File: src/design/rfae_pkg.sv
// Shared types, constants and helpers for the register file / ALU executor.
// No dependencies; every other design file refers to this package by scope.
package rfae_pkg;

  localparam int NUM_REGS   = 26;
  localparam int DATA_WIDTH = 32;
  localparam int ADDR_W     = $clog2(NUM_REGS);
  localparam int IDX_W      = 5;
  localparam int OPC_W      = 4;
  localparam int IO_W       = 32;
  localparam int CNT_W      = $clog2(DATA_WIDTH);

  typedef logic signed [DATA_WIDTH-1:0] word_t;
  typedef logic [IDX_W-1:0]             idx_t;
  typedef logic [ADDR_W-1:0]            addr_t;

  typedef enum logic [OPC_W-1:0] {
    OP_LOAD     = 4'd0,
    OP_OUTPUT   = 4'd1,
    OP_MOVE     = 4'd2,
    OP_EXCHANGE = 4'd3,
    OP_ADD      = 4'd4,
    OP_SUB      = 4'd5,
    OP_MUL      = 4'd6,
    OP_DIV      = 4'd7,
    OP_MOD      = 4'd8,
    OP_AND      = 4'd9,
    OP_OR       = 4'd10,
    OP_XOR      = 4'd11
  } op_t;

  localparam logic ST_VALUE    = 1'b0;
  localparam logic ST_DIV_ZERO = 1'b1;

  typedef enum logic {
    WA_DEST,
    WA_SRC_A
  } wr_addr_t;

  typedef enum logic [2:0] {
    WD_IMM,
    WD_X,
    WD_Y,
    WD_ALU,
    WD_ITER
  } wr_data_t;

  typedef enum logic [2:0] {
    S_IDLE,
    S_EXEC,
    S_SWAP,
    S_ITER,
    S_EMIT
  } state_t;

  // controller -> datapath
  typedef struct packed {
    logic     accept;
    logic     wr_en;
    wr_addr_t wr_addr;
    wr_data_t wr_data;
    logic     iter_start;
    logic     out_load;
  } cmd_t;

  // datapath -> controller
  typedef struct packed {
    op_t  op;
    logic y_zero;
    logic iter_done;
    logic out_busy;
  } sts_t;

  function automatic logic in_range(idx_t idx);
    return 32'(idx) < 32'(NUM_REGS);
  endfunction

  function automatic addr_t to_addr(idx_t idx);
    return addr_t'(idx);
  endfunction

  // two-source ALU ops (add .. xor) pick operands by the three_operand flag
  function automatic logic is_alu(logic [OPC_W-1:0] opc);
    return (opc >= OP_ADD) && (opc <= OP_XOR);
  endfunction

endpackage

File: src/design/rfae_req_if.sv
// Request channel: one decoded instruction per handshake.
// Depends on rfae_pkg for field widths.
interface rfae_req_if;
  logic                            valid;
  logic                            ready;
  logic [rfae_pkg::OPC_W-1:0]      operation;
  logic [rfae_pkg::IDX_W-1:0]      dest_reg;
  logic [rfae_pkg::IDX_W-1:0]      src_a_reg;
  logic [rfae_pkg::IDX_W-1:0]      src_b_reg;
  logic                            three_operand;
  logic signed [rfae_pkg::IO_W-1:0] load_value;

  modport source (
    output valid, operation, dest_reg, src_a_reg, src_b_reg, three_operand, load_value,
    input  ready
  );
  modport sink (
    input  valid, operation, dest_reg, src_a_reg, src_b_reg, three_operand, load_value,
    output ready
  );
endinterface

File: src/design/rfae_rsp_if.sv
// Result channel: register value or divide-by-zero status.
// Depends on rfae_pkg for field widths.
interface rfae_rsp_if;
  logic                             valid;
  logic                             ready;
  logic signed [rfae_pkg::IO_W-1:0] value;
  logic                             status;

  modport source (
    output valid, value, status,
    input  ready
  );
  modport sink (
    input  valid, value, status,
    output ready
  );
endinterface

File: src/design/rfae_iter.sv
// Iterative unit: radix-2 shift-add multiply and restoring signed divide/modulo,
// one bit per cycle, one step per bit of DATA_WIDTH. Depends on rfae_pkg.
module rfae_iter (
  input  logic            clk,
  input  logic            rst,
  input  logic            start,
  input  rfae_pkg::op_t   op,
  input  rfae_pkg::word_t x,
  input  rfae_pkg::word_t y,
  output logic            done,
  output rfae_pkg::word_t result
);

  localparam int DW = rfae_pkg::DATA_WIDTH;
  localparam logic [rfae_pkg::CNT_W-1:0] LAST = rfae_pkg::CNT_W'(DW - 1);

  logic                        busy;
  logic [rfae_pkg::CNT_W-1:0]  cnt;
  rfae_pkg::op_t               mode;
  logic                        neg_q;
  logic                        neg_r;
  logic [DW:0]                 acc;   // product, or partial remainder
  logic [DW-1:0]               quo;   // multiplier bits, or dividend/quotient
  logic [DW-1:0]               dvs;   // multiplicand, or divisor magnitude
  logic [DW-1:0]               x_mag;
  logic [DW-1:0]               y_mag;
  logic [DW:0]                 rem_sh;
  logic [DW:0]                 diff;
  logic [DW-1:0]               mul_sum;

  assign x_mag   = x[DW-1] ? (~x + 1'b1) : x;
  assign y_mag   = y[DW-1] ? (~y + 1'b1) : y;
  assign rem_sh  = {acc[DW-1:0], quo[DW-1]};
  assign diff    = rem_sh - {1'b0, dvs};
  assign mul_sum = acc[DW-1:0] + (quo[0] ? dvs : '0);

  always_ff @(posedge clk) begin
    if (rst) begin
      busy <= 1'b0;
      done <= 1'b0;
      cnt  <= '0;
    end else begin
      done <= busy && !start && (cnt == LAST);
      if (start) begin
        busy <= 1'b1;
        cnt  <= '0;
      end else if (busy) begin
        cnt <= cnt + 1'b1;
        if (cnt == LAST) begin
          busy <= 1'b0;
        end
      end
    end
  end

  always_ff @(posedge clk) begin
    if (start) begin
      mode  <= op;
      neg_q <= x[DW-1] ^ y[DW-1];
      neg_r <= x[DW-1];
      acc   <= '0;
      if (op == rfae_pkg::OP_MUL) begin
        quo <= x;
        dvs <= y;
      end else begin
        quo <= x_mag;
        dvs <= y_mag;
      end
    end else if (busy) begin
      if (mode == rfae_pkg::OP_MUL) begin
        acc <= {1'b0, mul_sum};
        quo <= quo >> 1;
        dvs <= dvs << 1;
      end else if (!diff[DW]) begin
        acc <= diff;
        quo <= {quo[DW-2:0], 1'b1};
      end else begin
        acc <= rem_sh;
        quo <= {quo[DW-2:0], 1'b0};
      end
    end
  end

  always_comb begin
    priority if (mode == rfae_pkg::OP_MUL) begin
      result = acc[DW-1:0];
    end else if (mode == rfae_pkg::OP_DIV) begin
      result = neg_q ? (~quo + 1'b1) : quo;
    end else begin
      result = neg_r ? (~acc[DW-1:0] + 1'b1) : acc[DW-1:0];
    end
  end

`ifndef SYNTH
  a_start_busy: assert property (@(posedge clk) disable iff (rst) start |=> busy)
    else $error("iter unit not busy after start");
  a_done_idle: assert property (@(posedge clk) disable iff (rst) done |-> !busy)
    else $error("iter done while still busy");
  a_last_done: assert property (@(posedge clk) disable iff (rst)
    busy && !start && cnt == LAST |=> done)
    else $error("iter done missing after last step");
`endif

endmodule

File: src/design/rfae_dp.sv
// Datapath: register file with valid bits, operand registers, ALU, iterative
// unit and result register. Depends on rfae_pkg and rfae_iter.
module rfae_dp (
  input  logic                             clk,
  input  logic                             rst,
  input  rfae_pkg::cmd_t                   cmd,
  output rfae_pkg::sts_t                   sts,
  input  logic [rfae_pkg::OPC_W-1:0]       operation,
  input  rfae_pkg::idx_t                   dest_reg,
  input  rfae_pkg::idx_t                   src_a_reg,
  input  rfae_pkg::idx_t                   src_b_reg,
  input  logic                             three_operand,
  input  logic signed [rfae_pkg::IO_W-1:0] load_value,
  input  logic                             out_ready,
  output logic                             out_valid,
  output logic signed [rfae_pkg::IO_W-1:0] out_value,
  output logic                             out_status
);

  localparam int NR = rfae_pkg::NUM_REGS;

  rfae_pkg::word_t  mem [NR];
  logic [NR-1:0]    vld;

  rfae_pkg::op_t    op_q;
  rfae_pkg::idx_t   d_q;
  rfae_pkg::idx_t   sa_q;
  rfae_pkg::word_t  imm_q;
  rfae_pkg::word_t  x_q;
  rfae_pkg::word_t  y_q;

  rfae_pkg::idx_t   x_idx;
  rfae_pkg::idx_t   y_idx;
  rfae_pkg::addr_t  x_addr;
  rfae_pkg::addr_t  y_addr;
  rfae_pkg::idx_t   wr_idx;
  rfae_pkg::addr_t  wr_addr;
  rfae_pkg::word_t  wr_data;
  rfae_pkg::word_t  alu_res;
  rfae_pkg::word_t  iter_res;
  logic             iter_done;
  logic             two_src;

  assign two_src = rfae_pkg::is_alu(operation) && three_operand;
  assign x_idx   = two_src ? src_a_reg : dest_reg;
  assign y_idx   = two_src ? src_b_reg : src_a_reg;
  assign x_addr  = rfae_pkg::to_addr(x_idx);
  assign y_addr  = rfae_pkg::to_addr(y_idx);

  // request latch and registered operand reads
  always_ff @(posedge clk) begin
    if (cmd.accept) begin
      op_q  <= rfae_pkg::op_t'(operation);
      d_q   <= dest_reg;
      sa_q  <= src_a_reg;
      imm_q <= rfae_pkg::word_t'(load_value);
      x_q   <= (rfae_pkg::in_range(x_idx) && vld[x_addr]) ? mem[x_addr] : '0;
      y_q   <= (rfae_pkg::in_range(y_idx) && vld[y_addr]) ? mem[y_addr] : '0;
    end
  end

  assign wr_idx  = (cmd.wr_addr == rfae_pkg::WA_DEST) ? d_q : sa_q;
  assign wr_addr = rfae_pkg::to_addr(wr_idx);

  always_comb begin
    unique case (cmd.wr_data)
      rfae_pkg::WD_IMM:  wr_data = imm_q;
      rfae_pkg::WD_X:    wr_data = x_q;
      rfae_pkg::WD_Y:    wr_data = y_q;
      rfae_pkg::WD_ALU:  wr_data = alu_res;
      rfae_pkg::WD_ITER: wr_data = iter_res;
      default:           wr_data = imm_q;
    endcase
  end

  always_ff @(posedge clk) begin
    if (cmd.wr_en && rfae_pkg::in_range(wr_idx)) begin
      mem[wr_addr] <= wr_data;
    end
  end

  // an entry never written reads as zero
  always_ff @(posedge clk) begin
    if (rst) begin
      vld <= '0;
    end else if (cmd.wr_en && rfae_pkg::in_range(wr_idx)) begin
      vld[wr_addr] <= 1'b1;
    end
  end

  always_comb begin
    unique case (op_q)
      rfae_pkg::OP_ADD: alu_res = x_q + y_q;
      rfae_pkg::OP_SUB: alu_res = x_q - y_q;
      rfae_pkg::OP_AND: alu_res = x_q & y_q;
      rfae_pkg::OP_OR:  alu_res = x_q | y_q;
      default:          alu_res = x_q ^ y_q;
    endcase
  end

  rfae_iter u_iter (
    .clk    (clk),
    .rst    (rst),
    .start  (cmd.iter_start),
    .op     (op_q),
    .x      (x_q),
    .y      (y_q),
    .done   (iter_done),
    .result (iter_res)
  );

  // result register
  always_ff @(posedge clk) begin
    if (rst) begin
      out_valid <= 1'b0;
    end else if (cmd.out_load) begin
      out_valid <= 1'b1;
    end else if (out_ready) begin
      out_valid <= 1'b0;
    end
  end

  always_ff @(posedge clk) begin
    if (cmd.out_load) begin
      if (op_q == rfae_pkg::OP_OUTPUT) begin
        out_value  <= rfae_pkg::IO_W'(x_q);
        out_status <= rfae_pkg::ST_VALUE;
      end else begin
        out_value  <= '0;
        out_status <= rfae_pkg::ST_DIV_ZERO;
      end
    end
  end

  assign sts.op        = op_q;
  assign sts.y_zero    = (y_q == '0);
  assign sts.iter_done = iter_done;
  assign sts.out_busy  = out_valid && !out_ready;

`ifndef SYNTH
  a_no_overwrite: assert property (@(posedge clk) disable iff (rst)
    cmd.out_load |-> !(out_valid && !out_ready))
    else $error("result register overwritten while pending");
`endif

endmodule

File: src/design/rfae_ctrl.sv
// Controller: sequences accept, execute, second write of exchange, iterative
// ops and result emission. Depends on rfae_pkg.
module rfae_ctrl (
  input  logic           clk,
  input  logic           rst,
  input  logic           in_valid,
  output logic           in_ready,
  output rfae_pkg::cmd_t cmd,
  input  rfae_pkg::sts_t sts
);

  rfae_pkg::state_t state;
  rfae_pkg::state_t state_next;

  always_ff @(posedge clk) begin
    if (rst) begin
      state <= rfae_pkg::S_IDLE;
    end else begin
      state <= state_next;
    end
  end

  always_comb begin
    cmd         = '0;
    cmd.wr_addr = rfae_pkg::WA_DEST;
    cmd.wr_data = rfae_pkg::WD_IMM;
    state_next  = state;
    in_ready    = (state == rfae_pkg::S_IDLE) && !rst;
    unique case (state)
      rfae_pkg::S_IDLE: begin
        if (in_valid && in_ready) begin
          cmd.accept = 1'b1;
          state_next = rfae_pkg::S_EXEC;
        end
      end
      rfae_pkg::S_EXEC: begin
        state_next = rfae_pkg::S_IDLE;
        unique case (sts.op)
          rfae_pkg::OP_LOAD: begin
            cmd.wr_en = 1'b1;
          end
          rfae_pkg::OP_OUTPUT: begin
            state_next = rfae_pkg::S_EMIT;
          end
          rfae_pkg::OP_MOVE: begin
            cmd.wr_en   = 1'b1;
            cmd.wr_data = rfae_pkg::WD_Y;
          end
          rfae_pkg::OP_EXCHANGE: begin
            cmd.wr_en   = 1'b1;
            cmd.wr_data = rfae_pkg::WD_Y;
            state_next  = rfae_pkg::S_SWAP;
          end
          rfae_pkg::OP_ADD, rfae_pkg::OP_SUB, rfae_pkg::OP_AND,
          rfae_pkg::OP_OR, rfae_pkg::OP_XOR: begin
            cmd.wr_en   = 1'b1;
            cmd.wr_data = rfae_pkg::WD_ALU;
          end
          rfae_pkg::OP_MUL: begin
            cmd.iter_start = 1'b1;
            state_next     = rfae_pkg::S_ITER;
          end
          rfae_pkg::OP_DIV, rfae_pkg::OP_MOD: begin
            if (sts.y_zero) begin
              state_next = rfae_pkg::S_EMIT;
            end else begin
              cmd.iter_start = 1'b1;
              state_next     = rfae_pkg::S_ITER;
            end
          end
          default: ;  // unused opcodes: dropped
        endcase
      end
      rfae_pkg::S_SWAP: begin
        cmd.wr_en   = 1'b1;
        cmd.wr_addr = rfae_pkg::WA_SRC_A;
        cmd.wr_data = rfae_pkg::WD_X;
        state_next  = rfae_pkg::S_IDLE;
      end
      rfae_pkg::S_ITER: begin
        if (sts.iter_done) begin
          cmd.wr_en   = 1'b1;
          cmd.wr_data = rfae_pkg::WD_ITER;
          state_next  = rfae_pkg::S_IDLE;
        end
      end
      rfae_pkg::S_EMIT: begin
        if (!sts.out_busy) begin
          cmd.out_load = 1'b1;
          state_next   = rfae_pkg::S_IDLE;
        end
      end
      default: state_next = rfae_pkg::S_IDLE;
    endcase
  end

endmodule

File: src/design/register_file_alu_executor_top.sv
// Top level of the register file / ALU executor.
// Depends on rfae_pkg, rfae_req_if, rfae_rsp_if, rfae_ctrl and rfae_dp.
//
// Usage:
//   req : request channel (valid/ready), one decoded instruction per request:
//         operation, dest_reg, src_a_reg, src_b_reg, three_operand, load_value.
//   rsp : result channel (valid/ready), value and status. Only output
//         requests and divide/modulo by zero produce a result; every other
//         request produces none and at most updates the register file.
// Sequence, from acceptance of a request to the next possible acceptance:
//   load, move, add, sub, and, or, xor ....... execute, writing the result
//   exchange (two register file writes) ....... execute, then swap
//   output, divide/modulo by zero ............. execute, then emit once rsp is free
//   mul, div, mod ............................. execute, then iterate until done
//   The long case is the one-bit-per-cycle shift-add / restoring divide unit.
// A result sits in an output register; while it waits, requests that yield no
// result keep flowing. A request that must emit while the register is still
// full holds the controller until rsp takes the pending result.
// Reset (rst, synchronous) clears the valid bits of the register file, so all
// registers read as zero, empties the result register and idles the
// controller. The block is ready as soon as reset is released.
module register_file_alu_executor_top (
  input  logic       clk,
  input  logic       rst,
  rfae_req_if.sink   req,
  rfae_rsp_if.source rsp
);

  rfae_pkg::cmd_t cmd;
  rfae_pkg::sts_t sts;
  logic           in_ready;
  logic           out_valid;
  logic signed [rfae_pkg::IO_W-1:0] out_value;
  logic           out_status;

  // sequencing only; no payload passes through the controller
  rfae_ctrl u_ctrl (
    .clk      (clk),
    .rst      (rst),
    .in_valid (req.valid),
    .in_ready (in_ready),
    .cmd      (cmd),
    .sts      (sts)
  );

  // register file, operand reads, ALU, iterative unit, result register
  rfae_dp u_dp (
    .clk           (clk),
    .rst           (rst),
    .cmd           (cmd),
    .sts           (sts),
    .operation     (req.operation),
    .dest_reg      (req.dest_reg),
    .src_a_reg     (req.src_a_reg),
    .src_b_reg     (req.src_b_reg),
    .three_operand (req.three_operand),
    .load_value    (req.load_value),
    .out_ready     (rsp.ready),
    .out_valid     (out_valid),
    .out_value     (out_value),
    .out_status    (out_status)
  );

  assign req.ready  = in_ready;
  assign rsp.valid  = out_valid;
  assign rsp.value  = out_value;
  assign rsp.status = out_status;

endmodule

File: src/flat_wrapper.sv
// flat-port wrapper written by rule: the top's interface ports become plain ports
module register_file_alu_executor_top_flat 
  (clk, rst, req_valid, req_operation, req_dest_reg, req_src_a_reg, req_src_b_reg, req_three_operand, req_load_value, req_ready, rsp_valid, rsp_value, rsp_status, rsp_ready);
  rfae_req_if req_i ();
  rfae_rsp_if rsp_i ();
  input  logic clk;
  input  logic rst;
  input wire logic [$bits(req_i.valid)-1:0] req_valid;
  input wire logic [$bits(req_i.operation)-1:0] req_operation;
  input wire logic [$bits(req_i.dest_reg)-1:0] req_dest_reg;
  input wire logic [$bits(req_i.src_a_reg)-1:0] req_src_a_reg;
  input wire logic [$bits(req_i.src_b_reg)-1:0] req_src_b_reg;
  input wire logic [$bits(req_i.three_operand)-1:0] req_three_operand;
  input wire logic [$bits(req_i.load_value)-1:0] req_load_value;
  output wire logic [$bits(req_i.ready)-1:0] req_ready;
  output wire logic [$bits(rsp_i.valid)-1:0] rsp_valid;
  output wire logic [$bits(rsp_i.value)-1:0] rsp_value;
  output wire logic [$bits(rsp_i.status)-1:0] rsp_status;
  input wire logic [$bits(rsp_i.ready)-1:0] rsp_ready;
  assign req_i.valid = req_valid;
  assign req_i.operation = req_operation;
  assign req_i.dest_reg = req_dest_reg;
  assign req_i.src_a_reg = req_src_a_reg;
  assign req_i.src_b_reg = req_src_b_reg;
  assign req_i.three_operand = req_three_operand;
  assign req_i.load_value = req_load_value;
  assign req_ready = req_i.ready;
  assign rsp_valid = rsp_i.valid;
  assign rsp_value = rsp_i.value;
  assign rsp_status = rsp_i.status;
  assign rsp_i.ready = rsp_ready;
  register_file_alu_executor_top u_core (.clk(clk), .rst(rst), .req(req_i), .rsp(rsp_i));
endmodule
File: config.mk
export PLATFORM = sky130hd
export DESIGN_NAME = register_file_alu_executor_top_flat
export DESIGN_NICKNAME = d
export VERILOG_FILES = /design/src/design/rfae_pkg.sv /design/src/design/rfae_req_if.sv /design/src/design/rfae_rsp_if.sv /design/src/design/rfae_iter.sv /design/src/design/rfae_dp.sv /design/src/design/rfae_ctrl.sv /design/src/design/register_file_alu_executor_top.sv /design/src/flat_wrapper.sv
export SDC_FILE = /design/constraint.sdc
export NUM_CORES = 2
export LEC_CHECK = 0
export ABC_AREA = 1
export BUFFER_PORTS_ARGS = -buffer_cell sky130_fd_sc_hd__buf_4
export CAP_MARGIN = 10
export CORE_MARGIN = 5
export CORE_UTILIZATION = 45
export DETAILED_ROUTE_END_ITERATION = 6
export PLACE_DENSITY_LB_ADDON = 0.15
export SYNTH_ARGS = -nofsm -noshare
export SYNTH_HDL_FRONTEND = slang
export SYNTH_SLANG_ARGS = --single-unit
export TNS_END_PERCENT = 50
File: constraint.sdc
create_clock -name clk -period 4.1 [get_ports clk]
set_input_delay 0.41 -clock clk [delete_from_list [all_inputs] [get_ports clk]]
set_output_delay 0.41 -clock clk [all_outputs]
set_load 0.01 [all_outputs]
==> impl_metrics.py <==
metrics = {
    "cells_and_area": {
        "drive_gt1_frac": 0.0984,
        "layout.cells.non_filler": 10700,
        "postLayoutCellArea_mm2": 0.0791,
        "area_growth_pct": 15.9,
        "fillers": 14000,
        "nets": 8807,
    },
    "die": {
        "core_area_mm2": 0.150,
        "die-area_mm2": 0.159,
        "die_h_um": 399,
        "start_util": 0.454,
        "pin_count": 91,
        "rows": 142,
        "die_w_um": 399,
    },
    "sta": {
        "clock_skew_ps": 53.2,
        "slew_headroom": 0.398,
        "max_freq_mhz": 257,
        "final_min_period_over_clock_period": 0.949,
        "setup_violations": 0,
        "drv_slew": 0,
        "finalHoldViolations": 0,
        "min_period_ps": 3890,
        "worst_pin_slew_ps": 903,
        "rsz0062_at_grt": "true",
    },
    "power_and_ir_drop": {
        "pwr-share-clk": 0.370,
        "p_comb_frac": 0.227,
        "p_leak_nw": 32.8,
        "peakVddDrop_mv": 0.350,
        "p_sw_frac": 0.322,
        "p_int_mw": 21.6,
        "powerDensity_mw_per_mm2": 403,
        "pwr-share-seq": 0.403,
        "switchingPower_mw": 10.2,
    },
    "drt": {
        "drtIter0Drc": 7395,
        "drt-total-wl_um": 289000,
        "drc": 0,
        "vias_per_cell": 6.01,
        "firstDrtPassIters": 6,
        "final_antenna_net_count": 0,
        "vias": 64400,
        "detail_route.wl_per_cell_um": 27.0,
    },
    "synthesis": {
        "ys_seq_elements": 1114,
        "async_reset_ff_frac": 0,
        "syn_area_mm2": 0.0682,
        "synth_area_leaders": "edfxtp_1 (46%), nand2_1 (13%), o211ai_1 (8.6%), nand3_1 (8.2%), inv_1 (5.9%)",
        "synth_edf_count": 1045,
        "synth_top_cell_by_area": "edfxtp_1",
        "netlist_top_cells_count": "nand2_1 (2317), nand3_1 (1124), inv_1 (1077), edfxtp_1 (1045), o211ai_1 (785)",
        "ys_warn_count": 0,
        "yosysMostFrequentCell": "nand2_1",
        "syn_inst": 8377,
        "synth_top_area_frac": 0.460,
        "syn_nets": 8601,
        "syn_area_per_cell_um2": 8.14,
        "ys_seq_area_frac": 0.480,
        "synthFlopType": "edfxtp_1",
        "synth_cell_types": 52,
    },
    "critical_path": {
        "worst_ep_arrival_time_ps": 4400,
        "cp_data_required_time_ps": 4610,
        "reg2reg_from": "u_core.u_dp.y_q[25]",
        "critical_path_class": "flop to flop",
        "cp-start-kind": "flop",
        "worst-path-max-fanout": 13,
        "rr_endpoint": "u_core.u_dp.mem[20][31]",
        "ff2ff_setup_slack_ps": 210,
        "rr_worst_depth": 23,
        "endpoint_kind": "flop",
    },
    "global_routing": {
        "grt_pass1_vias": 61000,
        "track_usage": 0.354,
        "grt_max_degree": 99,
        "antenna_found_initial": 8,
        "overflow": 0,
        "grt_first_pass_wirelength_um": 415000,
    },
    "hold_path": {
        "min_path_cells": 2,
        "whs_endpoint": "u_core.u_dp.op_q[1]",
        "min-delay-start": "req_operation[1]",
        "hold_class": "input port to flop",
    },
    "job": {
        "drv_cap": 0,
    },
    "clocking": {
        "worst_skew_pair.late_latency_ps": 790,
        "cts_made_buffers": 131,
        "clk_pin_slew_ps": 60,
        "cts_root_buf": "clkbuf_16",
        "ctsHtreeMaxLevel": 4,
        "clk_path_buf_depth": 3,
        "cts_tree": "done",
        "cts.sinks": 1114,
    },
    "outcome": {
        "outcome": "complete, no violations",
    },
    "placement": {
        "placed_cell_area_mm2": 0.0739,
        "gp_congestion": 1.03,
        "place_inst": 10400,
        "portBuffers": 90,
        "place_hpwl_um": 191000,
    },
}
[power groups by stage]
stage	registers, mW	clock network, mW	logic [mW]
finish	12.8	11.8	7.23
global route	12.8	12.4	7.75
CTS	12.8	11.9	6.98
detailed placement	13.1	0	6.90
global placement	13.1	0	6.88
floorplan	13.0	0	4.09
[per-stage QoR]
stage	utilization	setup TNS (ps)	hold WS (ps)	worst slack [ps]	total power [mW]
5_1_grt	0.526	-4400	323	-50.0	33.0
6_report	0.526	0	356	208	31.9
3_5_place_dp	0.491	-4240	451	-58.6	20.0
2_1_floorplan	-	0	432	66.3	17.1
4_1_cts	0.523	0	301	2.55	31.7
3_3_place_gp	0.491	-2900	448	-68.0	19.9
[how the worst max path moves through the flow]
stage / from / endpoint / cells past startpoint
3_5_place_dp: u_core.u_dp.y_q[1] / u_core.u_dp.mem[12][26] / 24
4_1_cts: u_core.u_dp.y_q[1] / u_core.u_dp.mem[21][31] / 24
6_report: u_core.u_dp.y_q[25] / u_core.u_dp.mem[20][31] / 23
2_1_floorplan: u_core.u_dp.u_iter.mode[3] / u_core.u_dp.u_iter.dvs[0] / 6
5_1_grt: u_core.u_dp.y_q[1] / u_core.u_dp.mem[8][26] / 25
3_3_place_gp: u_core.u_dp.y_q[1] / u_core.u_dp.mem[15][26] / 24
[final cells by class]
cell class / instances / area [um2] / share of cell area
clock buffers: 164 / 3430 / 0.0434
well taps: 2016 / 2520 / 0.0319
multi-input cells: 5688 / 29600 / 0.374
diodes: 2 / 5.00 / 0.0000633
flip-flops and latches: 1114 / 32800 / 0.414
repair buffers: 557 / 5790 / 0.0732
inverters: 1091 / 4110 / 0.0519
clock inverters: 76 / 847 / 0.0107
[flip-flops by register name (all words and copies together), names as in the netlist, 3 cells and up]
name                     count
u_core.u_dp.sa_q             5
u_core.u_dp.u_iter.dvs      32
u_core.u_dp.imm_q           32
u_core.u_dp.op_q             4
u_core.u_dp.mem            832
u_core.u_dp.vld             26
u_core.u_dp.out_value       32
u_core.u_dp.u_iter.quo      32
u_core.u_dp.x_q             32
u_core.u_dp.u_iter.cnt       5
u_core.u_dp.u_iter.mode      4
u_core.u_dp.d_q              5
u_core.u_ctrl.state          3
u_core.u_dp.y_q             32
u_core.u_dp.u_iter.acc      32
[cells in the final DEF, fill, tap and decap left out, drive strengths merged, types with 4 or more instances in the layout]
cell type,Yosys,layout
dlygate4sd3,0,50
nor3,44,44
o21bai,8,8
and2,9,9
o31ai,8,8
buf,278,503
a21o,9,9
ha,165,165
o22ai,4,4
a311oi,15,15
a22oi,33,33
xnor2,7,7
xor2,65,65
nor2,486,486
o211ai,785,785
dfxtp,69,69
nand4,76,76
bufinv,0,10
a31oi,28,28
or2,21,21
o21ai,270,270
nand3,1125,1125
inv,1088,1094
a21boi,4,4
clkbuf,206,168
o2111ai,11,11
nor4,10,10
edfxtp,1045,1045
o21a,7,7
nand3b,16,16
nand2,2324,2324
a21oi,145,145
a31o,4,4
clkinv,3,63
[timing repair]
action                                  4_1_cts  5_1_grt
hold buffers                                 50        0
cloned                                        0        4
hold endpoints to repair                     50        0
pin swaps                                     0       12
setup buffers                                 0        8
endpoints found under the setup margin      104      572
gates resized for setup                       3       62
[worst max-delay path, cell delays in order, from the launching register on]
cell and delay (ps):
edfxtp_1 410, inv_1 180, nand2_1 130, nor3_1 150, buf_4 170, nand4_1 230, nor3_2 340, xor2_1 150
nand2_1 80, o21ai_0 100, ha_1 340, inv_1 80, nor3_2 190, nand2_1 100, nor2_1 120, nand2_1 90
nand2_1 80, nand2_1 40, nand3_1 60, nand2_1 60, nand2_1 60, nand4_1 70, buf_4 210, buf_12 160
[kinds of logic after synthesis]
family,after synthesis,synth area share
AO/OA/AOI/OAI,1333,0.132
buffers and inverters,1575,0.0928
XOR/XNOR,72,0.00924
AND/OR/NAND/NOR,4115,0.254
adder cells (fa/ha/maj),168,0.0311
flip-flops,1114,0.480
[metal layers]
metal  GRT usage  up-vias  routed length [um]
met1       0.460    30700              112000
li1            -    29100                   -
met4       0.189        4               18700
met3      0.0644      898               27900
met5           0        -                  25
met2       0.565     3714              130000
Note: power is estimated with default switching activity, not from simulation.
